**config.mk**
```make
export PLATFORM = sky130hd
export DESIGN_NAME = ordered_unique_coordinate_table_core
export DESIGN_NICKNAME = d
export VERILOG_FILES = /design/src/hw/rtl/ouct_pkg.sv /design/src/hw/rtl/ouct_cell.sv /design/src/hw/rtl/ordered_unique_coordinate_table_core.sv
export SDC_FILE = /design/constraint.sdc
export NUM_CORES = 2
export LEC_CHECK = 0
export ABC_AREA = 1
export CAP_MARGIN = 20
export CORE_ASPECT_RATIO = 0.75
export CORE_MARGIN = 1
export CORE_UTILIZATION = 50
export CTS_CLUSTER_SIZE = 20
export DETAILED_ROUTE_END_ITERATION = 8
export DONT_BUFFER_PORTS = 1
export RECOVER_POWER = 100
export SKIP_CTS_REPAIR_TIMING = 1
export SYNTH_ARGS = -nofsm -noshare
export SYNTH_HDL_FRONTEND = slang
export SYNTH_SLANG_ARGS = --single-unit
```
**constraint.sdc**
```tcl
create_clock -name clk_i -period 6.75 [get_ports clk_i]
set_clock_uncertainty 0.2 [all_clocks]
set_input_delay 2.025 -clock clk_i [delete_from_list [all_inputs] [get_ports clk_i]]
set_output_delay 2.025 -clock clk_i [all_outputs]
set_load 0.03 [all_outputs]
```
**src/hw/rtl/ouct_pkg.sv**
```systemverilog
// Shared types and codes for the ordered unique coordinate table.
// No dependencies; used by ouct_cell and ordered_unique_coordinate_table_core.
package ouct_pkg;

  parameter int unsigned MAX_ENTRIES = 32;

  typedef enum logic [2:0] {
    CMD_ADD    = 3'd0,
    CMD_REMOVE = 3'd1,
    CMD_FIND   = 3'd2,
    CMD_READ   = 3'd3,
    CMD_CLEAR  = 3'd4
  } cmd_e;

  typedef enum logic [1:0] {
    ST_OK    = 2'd0,
    ST_MISS  = 2'd1,
    ST_FULL  = 2'd2,
    ST_RANGE = 2'd3
  } status_e;

  typedef struct packed {
    logic [7:0] letter;
    logic [7:0] number;
    logic [7:0] symbol;
  } entry_t;

  // Command token that walks the cell chain, one cell per cycle.
  typedef struct packed {
    logic       active;
    logic [2:0] cmd;
    entry_t     key;
    logic [7:0] index;
    logic       hit;    // match (or read position) seen upstream
    logic       added;  // add has written its entry
    entry_t     data;   // entry handed back in the result
  } token_t;

  typedef struct packed {
    status_e    status;
    entry_t     data;
    logic [5:0] count;
    logic       empty;
  } result_t;

endpackage

```
**src/hw/rtl/ouct_cell.sv**
```systemverilog
// One table slot: holds one entry and acts on the command token passing by.
// Depends on ouct_pkg.
module ouct_cell #(
  parameter int unsigned Idx  = 0,
  parameter int unsigned CntW = 6
) (
  input  logic                clk_i,
  input  logic                rst_ni,
  input  logic [CntW-1:0]     count_i,
  input  ouct_pkg::token_t    tok_i,
  output ouct_pkg::token_t    tok_o,
  input  ouct_pkg::entry_t    next_entry_i,
  output ouct_pkg::entry_t    entry_o
);

  ouct_pkg::entry_t entry_q, entry_d;
  ouct_pkg::token_t tok_q, tok_d;
  logic             active_q;
  logic             occ;

  assign occ = count_i > CntW'(Idx);

  always_comb begin
    tok_d   = tok_i;
    entry_d = entry_q;
    if (tok_i.active) begin
      unique case (tok_i.cmd)
        ouct_pkg::CMD_ADD: begin
          if (occ && !tok_i.hit && entry_q == tok_i.key) begin
            tok_d.hit = 1'b1;
          end else if (!tok_i.hit && count_i == CntW'(Idx)) begin
            entry_d     = tok_i.key;
            tok_d.added = 1'b1;
          end
        end
        ouct_pkg::CMD_REMOVE: begin
          // close the gap: every slot from the match on takes its successor
          if (occ && !tok_i.hit && entry_q == tok_i.key) begin
            tok_d.hit  = 1'b1;
            tok_d.data = entry_q;
            entry_d    = next_entry_i;
          end else if (tok_i.hit) begin
            entry_d = next_entry_i;
          end
        end
        ouct_pkg::CMD_FIND: begin
          if (occ && !tok_i.hit && entry_q.letter == tok_i.key.letter &&
              entry_q.number == tok_i.key.number) begin
            tok_d.hit  = 1'b1;
            tok_d.data = entry_q;
          end
        end
        ouct_pkg::CMD_READ: begin
          if (occ && tok_i.index == 8'(Idx)) begin
            tok_d.hit  = 1'b1;
            tok_d.data = entry_q;
          end
        end
        default: begin
        end
      endcase
    end
  end

  always_ff @(posedge clk_i or negedge rst_ni) begin
    if (!rst_ni) begin
      active_q <= 1'b0;
    end else begin
      active_q <= tok_d.active;
    end
  end

  always_ff @(posedge clk_i) begin
    tok_q   <= tok_d;
    entry_q <= entry_d;
  end

  always_comb begin
    tok_o        = tok_q;
    tok_o.active = active_q;
  end

  assign entry_o = entry_q;

endmodule

```
**src/hw/rtl/ordered_unique_coordinate_table_core.sv**
```systemverilog
// Top level of the ordered unique coordinate table: cell chain, entry count
// and result buffering. Depends on ouct_pkg and ouct_cell.
//
// The table keeps up to MaxEntries unique (letter, number, symbol) entries
// in insertion order, one entry per cell of a chain. Each accepted command
// beat becomes a token that walks the chain one cell per clock: cells
// compare their entry against the key, report a hit, write a new entry at
// the first free slot, or on removal take their successor's entry so that
// the table closes up in order. A command's result is ready once its
// token has passed every cell of the chain, and a new command is taken
// on the cycle after the token has left the chain, so only one command
// is ever in the chain at a time.
// A finished result waits in an output register with one extra holding
// slot behind it, so the next command can run while the result is unread;
// besides the chain walk, input is held off only while both slots are full.
// Slots at or above the entry count are never read, so the entry storage
// needs no reset.
module ordered_unique_coordinate_table_core #(
  parameter int unsigned MaxEntries = ouct_pkg::MAX_ENTRIES
) (
  input  logic        clk_i,
  input  logic        rst_ni,
  // command channel
  input  logic        s_axis_tvalid_i,
  output logic        s_axis_tready_o,
  // [7:0] key_letter, [15:8] key_number, [23:16] key_symbol, [31:24] read_index
  input  logic [31:0] s_axis_tdata_i,
  // [2:0] cmd
  input  logic [2:0]  s_axis_tuser_i,
  // result channel
  output logic        m_axis_tvalid_o,
  input  logic        m_axis_tready_i,
  // [1:0] status, [9:2] found_letter, [17:10] found_number,
  // [25:18] found_symbol, [31:26] entry_count, [32] table_empty, [39:33] zero
  output logic [39:0] m_axis_tdata_o
);

  localparam int unsigned CntW = $clog2(MaxEntries + 1);

  ouct_pkg::token_t  tok [MaxEntries+1];
  ouct_pkg::entry_t  ent [MaxEntries];
  ouct_pkg::token_t  head;
  ouct_pkg::token_t  tail;
  ouct_pkg::result_t res, out_q, hold_q;

  logic [CntW-1:0] count_q, count_d;
  logic            busy_q;
  logic            out_valid_q, hold_valid_q;
  logic            in_beat, exit_beat, out_take;

  assign s_axis_tready_o = !busy_q && !hold_valid_q;
  assign in_beat         = s_axis_tvalid_i && s_axis_tready_o;

  // Build the token for an accepted beat; it enters cell 0 at that edge.
  always_comb begin
    head.active     = in_beat;
    head.cmd        = s_axis_tuser_i;
    head.key.letter = s_axis_tdata_i[7:0];
    head.key.number = s_axis_tdata_i[15:8];
    head.key.symbol = s_axis_tdata_i[23:16];
    head.index      = s_axis_tdata_i[31:24];
    head.hit        = 1'b0;
    head.added      = 1'b0;
    head.data       = '0;
  end

  assign tok[0] = head;

  for (genvar i = 0; i < MaxEntries; i++) begin : g_cell
    ouct_pkg::entry_t next_entry;
    if (i < MaxEntries - 1) begin : g_mid
      assign next_entry = ent[i+1];
    end else begin : g_last
      // last slot has no successor; it drops out of range on removal anyway
      assign next_entry = ent[i];
    end
    ouct_cell #(
      .Idx  (i),
      .CntW (CntW)
    ) u_cell (
      .clk_i        (clk_i),
      .rst_ni       (rst_ni),
      .count_i      (count_q),
      .tok_i        (tok[i]),
      .tok_o        (tok[i+1]),
      .next_entry_i (next_entry),
      .entry_o      (ent[i])
    );
  end

  assign tail      = tok[MaxEntries];
  assign exit_beat = tail.active;
  assign out_take  = out_valid_q && m_axis_tready_i;

  // Turn the token leaving the chain into a result and the new count.
  always_comb begin
    count_d    = count_q;
    res.status = ouct_pkg::ST_OK;
    res.data   = tail.data;
    if (tail.active) begin
      unique case (tail.cmd)
        ouct_pkg::CMD_ADD: begin
          if (tail.hit) begin
            res.status = ouct_pkg::ST_MISS;
          end else if (tail.added) begin
            count_d = count_q + CntW'(1);
          end else begin
            res.status = ouct_pkg::ST_FULL;
          end
        end
        ouct_pkg::CMD_REMOVE: begin
          if (tail.hit) begin
            count_d = count_q - CntW'(1);
          end else begin
            res.status = ouct_pkg::ST_MISS;
          end
        end
        ouct_pkg::CMD_FIND: begin
          if (!tail.hit) begin
            res.status = ouct_pkg::ST_MISS;
          end
        end
        ouct_pkg::CMD_READ: begin
          if (!tail.hit) begin
            res.status = ouct_pkg::ST_RANGE;
          end
        end
        ouct_pkg::CMD_CLEAR: begin
          count_d = '0;
        end
        default: begin
        end
      endcase
    end
    res.count = 6'(count_d);
    res.empty = (count_d == '0);
  end

  // Control: count, busy flag and the two result slots.
  always_ff @(posedge clk_i or negedge rst_ni) begin
    if (!rst_ni) begin
      count_q      <= '0;
      busy_q       <= 1'b0;
      out_valid_q  <= 1'b0;
      hold_valid_q <= 1'b0;
    end else begin
      if (in_beat) begin
        busy_q <= 1'b1;
      end else if (exit_beat) begin
        busy_q <= 1'b0;
      end
      if (exit_beat) begin
        count_q <= count_d;
        // hold the result back if the output slot stays occupied
        if (out_valid_q && !out_take) begin
          hold_valid_q <= 1'b1;
        end else begin
          out_valid_q <= 1'b1;
        end
      end else if (out_take) begin
        if (hold_valid_q) begin
          hold_valid_q <= 1'b0;
        end else begin
          out_valid_q <= 1'b0;
        end
      end
    end
  end

  // Result payload: advance the holding slot when the output is taken.
  always_ff @(posedge clk_i) begin
    if (exit_beat) begin
      if (out_valid_q && !out_take) begin
        hold_q <= res;
      end else begin
        out_q <= res;
      end
    end else if (out_take && hold_valid_q) begin
      out_q <= hold_q;
    end
  end

  assign m_axis_tvalid_o = out_valid_q;
  assign m_axis_tdata_o  = {7'd0, out_q.empty, out_q.count, out_q.data.symbol,
                            out_q.data.number, out_q.data.letter, out_q.status};

endmodule

```
==> out/results.txt <==
The final route contains 77,400 vias. The die is 530 µm wide. Prior to clock tree synthesis, the placed netlist has a worst setup slack of 2420 ps.

The synthesis-to-finish area growth was 11.3%; the max-slew violation count was 881. The gate family responsible for the most delay along the worst path is simple AND/OR/NAND/NOR gates. The clock reaches the later pin of the worst-skew pair after 840 ps. The worst ir drop on vdd is 0.000229 V, and the ratio of cells with drive above 1 in the final layout is 4.63%. TritonCTS built the clock tree.

The max-slew headroom at the worst pin was -93.1%. The initial cell density of the core is 50.5%. Among all stages on the critical path, the largest delay is contributed by sky130_fd_sc_hd__o21ai_0. The Yosys warning count is 0, and the clock tree buffer depth is 4.

The final number of hold-violating endpoints came out at 0. The die span in y was 398 µm; the maximum operating frequency was 184 MHz. During I/O placement, the number of pins put on the boundary was 81. For the final instance count without filler cells, the log shows 15,000.

The number of maximum-capacitance constraint violations came out at 33. The final reports fail on capacitance limit, slew limit. The run gives 432 mm as the global-route wire length before repair.

In this design, the stage delay of the slowest critical-path cell is 1180 ps. Number of standard-cell rows in the floorplan: 144. The transition time at the pin with the least slew margin is 2880 ps. By instance count, the cell type seen most on the critical path is sky130_fd_sc_hd__nand2_1.

The final routed DRC violation total is 0. The worst setup path is captured at a flip-flop. The tools report the maximum number of pins on one net before global-route repair as 50. For this run, the register share of the synthesized area comes to 61.8%.

The critical path contains buffers and inverters numbering 2 combined. The logs give 0 for the number of nets with antenna violations after detailed routing and 276 mm for the routed wire length. The run gives 0.211 mm² as the die area. The run finished, with violations left.

In the routed layout, each cell is associated on average with a via count of 5.17. Type of the worst min-delay path: reg2reg. The synthesized design devotes to its leading area cell type 36.8% of total area.

For the leakage dissipation, the log shows 52.9 nW. Setup repair after global routing left no endpoint under its margin. After clock tree synthesis, the clock-pin slew on the worst setup and hold paths is 60 ps. The tree is rooted in a sky130_fd_sc_hd__clkbuf_16. A synthesized cell averages 8.75 µm². The number of nets at the end of the flow was 12,000. The worst setup path is of the reg2reg kind. The tightest hold path in the finished design has a slack of 132 ps.

The clock net in this run drives a total of 2,795 sinks. The run gives 55 as the number of distinct library cells after synthesis. Global placer's final weighted congestion: 0.918.

In this run, the number of DRC markers left after iteration 0 of detailed routing was 7,374. The core area was 0.206 mm²; the sum of internal, switching and leakage power was 34.7 mW. Walking the worst path, the cells encountered are nand2_1, inv_1, nand2_1, nand2_1, nand2_1, nor2_1, nand3_1, o21ai_0, nor2_1, nor2_2, clkbuf_1. The number of instances in the placed design was 14,500; the count of mapped cells out of synthesis was 11,900. Summed over all instances, the cell type with the most area after synthesis is sky130_fd_sc_hd__dfxtp_1. Data arrives at the worst endpoint at 5650 ps. The logs give 0.104 mm² for the post-synthesis instance area and 56.3% for the end-of-flow core utilization. For the number of detailed-routing iterations run before antenna repair, the log shows 6. The initial antenna violation count is 4. Clock tree synthesis inserted a total of 281 buffers. The tools report the post-detailed-placement cell area as 0.107 mm². Of all nets on the critical path, the largest fanout is 24. The finished cells cover 0.116 mm².

Data on the critical path is required at its endpoint by 6970 ps. Global routing used 26.0% of the available tracks. Count of input and output buffers: 0. In the layout the commonest cells are 4,439 x sky130_fd_sc_hd__nand2_1, 1,920 x sky130_fd_sc_hd__dfxtp_1, 1,066 x sky130_fd_sc_hd__inv_1, 868 x sky130_fd_sc_hd__nor2_1, 834 x sky130_fd_sc_hd__edfxtp_1.

The run gives 74,500 as the number of global-route vias before repair. The post-layout worst setup margin was 1320 ps; the number of H-tree levels was 5. In the synthesized netlist the async set-or-reset flop fraction comes to 1.47%. The minimum setup slack among reg-to-reg paths came out at 1320 ps. Final HPWL from detailed placement: 209 mm.

In this run, synthesis produced a sequential element count of 2,795. Among all flip-flop cells after synthesis, the most frequent one is sky130_fd_sc_hd__dfxtp_1. The per-cell routed wire length is 18.4 µm, and the final-layout setup total negative slack is 0 ps.

By area the synthesized netlist is led by sky130_fd_sc_hd__dfxtp_1 37%, sky130_fd_sc_hd__edfxtp_1 24%, sky130_fd_sc_hd__nand2_1 16%. The leading cell type in the layout, fill and taps excluded was sky130_fd_sc_hd__nand2_1. Setup violations remaining at the end of the flow were counted as 0. Global routing finished with a remaining overflow of 0. Yosys mapped a number of flops with a built-in enable equal to 834. The worst path needs 5430 ps of the cycle, external delays included. STA classifies the critical path startpoint as a flip-flop. The cell area power density was 299 mW/mm²; the final period utilization was 80.4%.
cell families (layout without fill, tap and decap cells):
logic type	Yosys count	count (layout)	share of synthesized area, %
simple gates	6503	6503	25.5
flops	2795	2795	61.8
buf+inv	1455	1709	5.46
compound gates	801	801	4.13
xor+xnor	352	352	2.95
mux	12	12	0.129
fa+ha+maj	6	6	0.0719
other cells	1	9	0.00359
sequential cells by signal, indices dropped and copies added, names as in the netlist:
| register | flops |
|---|---|
| m_axis_tdata_o | 33 |
| hold_valid_q | 1 |
| m_axis_tvalid_o | 1 |
| g_cell.u_cell.tok_o | 1920 |
| count_q | 6 |
| hold_q | 33 |
| busy_q | 1 |
| g_cell.u_cell.entry_o | 768 |
| g_cell.u_cell.active_q | 32 |
metal layers:
layer  vias to the layer above  wire [µm]  global-route usage, %
li1                      38000          -                      -
met1                     36600     138000                   40.8
met2                      2433     109000                   35.9
met3                       399      22800                   5.52
met4                         4       6400                   6.52
met5                         -         34                      0
report_power, final:
group	switching (mW)	leakage [nW]	total, mW	internal (mW)
clock	6.56	4.56	15.8	9.23
sequential	0.364	24.1	18.0	17.6
combinational	0.609	24.2	0.933	0.325
total	7.54	52.9	34.7	27.2
synth_stat cells (12+ instances only):
cell / number
sky130_fd_sc_hd__o21ai_0: 607
sky130_fd_sc_hd__edfxtp_1: 834
sky130_fd_sc_hd__nor3_1: 52
sky130_fd_sc_hd__xnor2_1: 158
sky130_fd_sc_hd__dfrtp_1: 41
sky130_fd_sc_hd__xor2_1: 194
sky130_fd_sc_hd__nor4_1: 14
sky130_fd_sc_hd__nor2_1: 873
sky130_fd_sc_hd__dfxtp_1: 1920
sky130_fd_sc_hd__nand4_1: 282
sky130_fd_sc_hd__clkbuf_1: 226
sky130_fd_sc_hd__buf_4: 12
sky130_fd_sc_hd__a21oi_1: 78
sky130_fd_sc_hd__o21bai_1: 24
sky130_fd_sc_hd__buf_2: 129
sky130_fd_sc_hd__nand2_1: 4429
sky130_fd_sc_hd__inv_1: 1059
sky130_fd_sc_hd__o21ai_1: 29
sky130_fd_sc_hd__nand3b_1: 42
sky130_fd_sc_hd__clkinv_1: 12
sky130_fd_sc_hd__a31oi_1: 17
sky130_fd_sc_hd__nand3_1: 735
sky130_fd_sc_hd__mux2_2: 12
sky130_fd_sc_hd__or2_2: 32
final cells by class:
type,instances,area [µm²]
antenna,2,5.00
clock buffer,392,8070
clock inverter,112,1200
fill,18500,90300
inverter,1082,4060
multi-input combinational,7681,34200
sequential,2795,64500
tap,2774,3470
timing repair buffer,123,602
worst paths after layout:
| kind | start | end | depth (start not counted) |
|---|---|---|---|
| max in group asynchronous | rst_ni | count_q[3] | 0 |
| min reg2reg | g_cell[28].u_cell.tok_o[29] | g_cell[29].u_cell.tok_o[29] | 0 |
| min | g_cell[28].u_cell.tok_o[29] | g_cell[29].u_cell.tok_o[29] | 0 |
| min in group asynchronous | rst_ni | g_cell[0].u_cell.active_q | 0 |
| max reg2reg | count_q[2] | g_cell[28].u_cell.entry_o[6] | 11 |
| max | count_q[2] | g_cell[28].u_cell.entry_o[6] | 11 |
No activity file was read; power rests on OpenSTA's default activity.
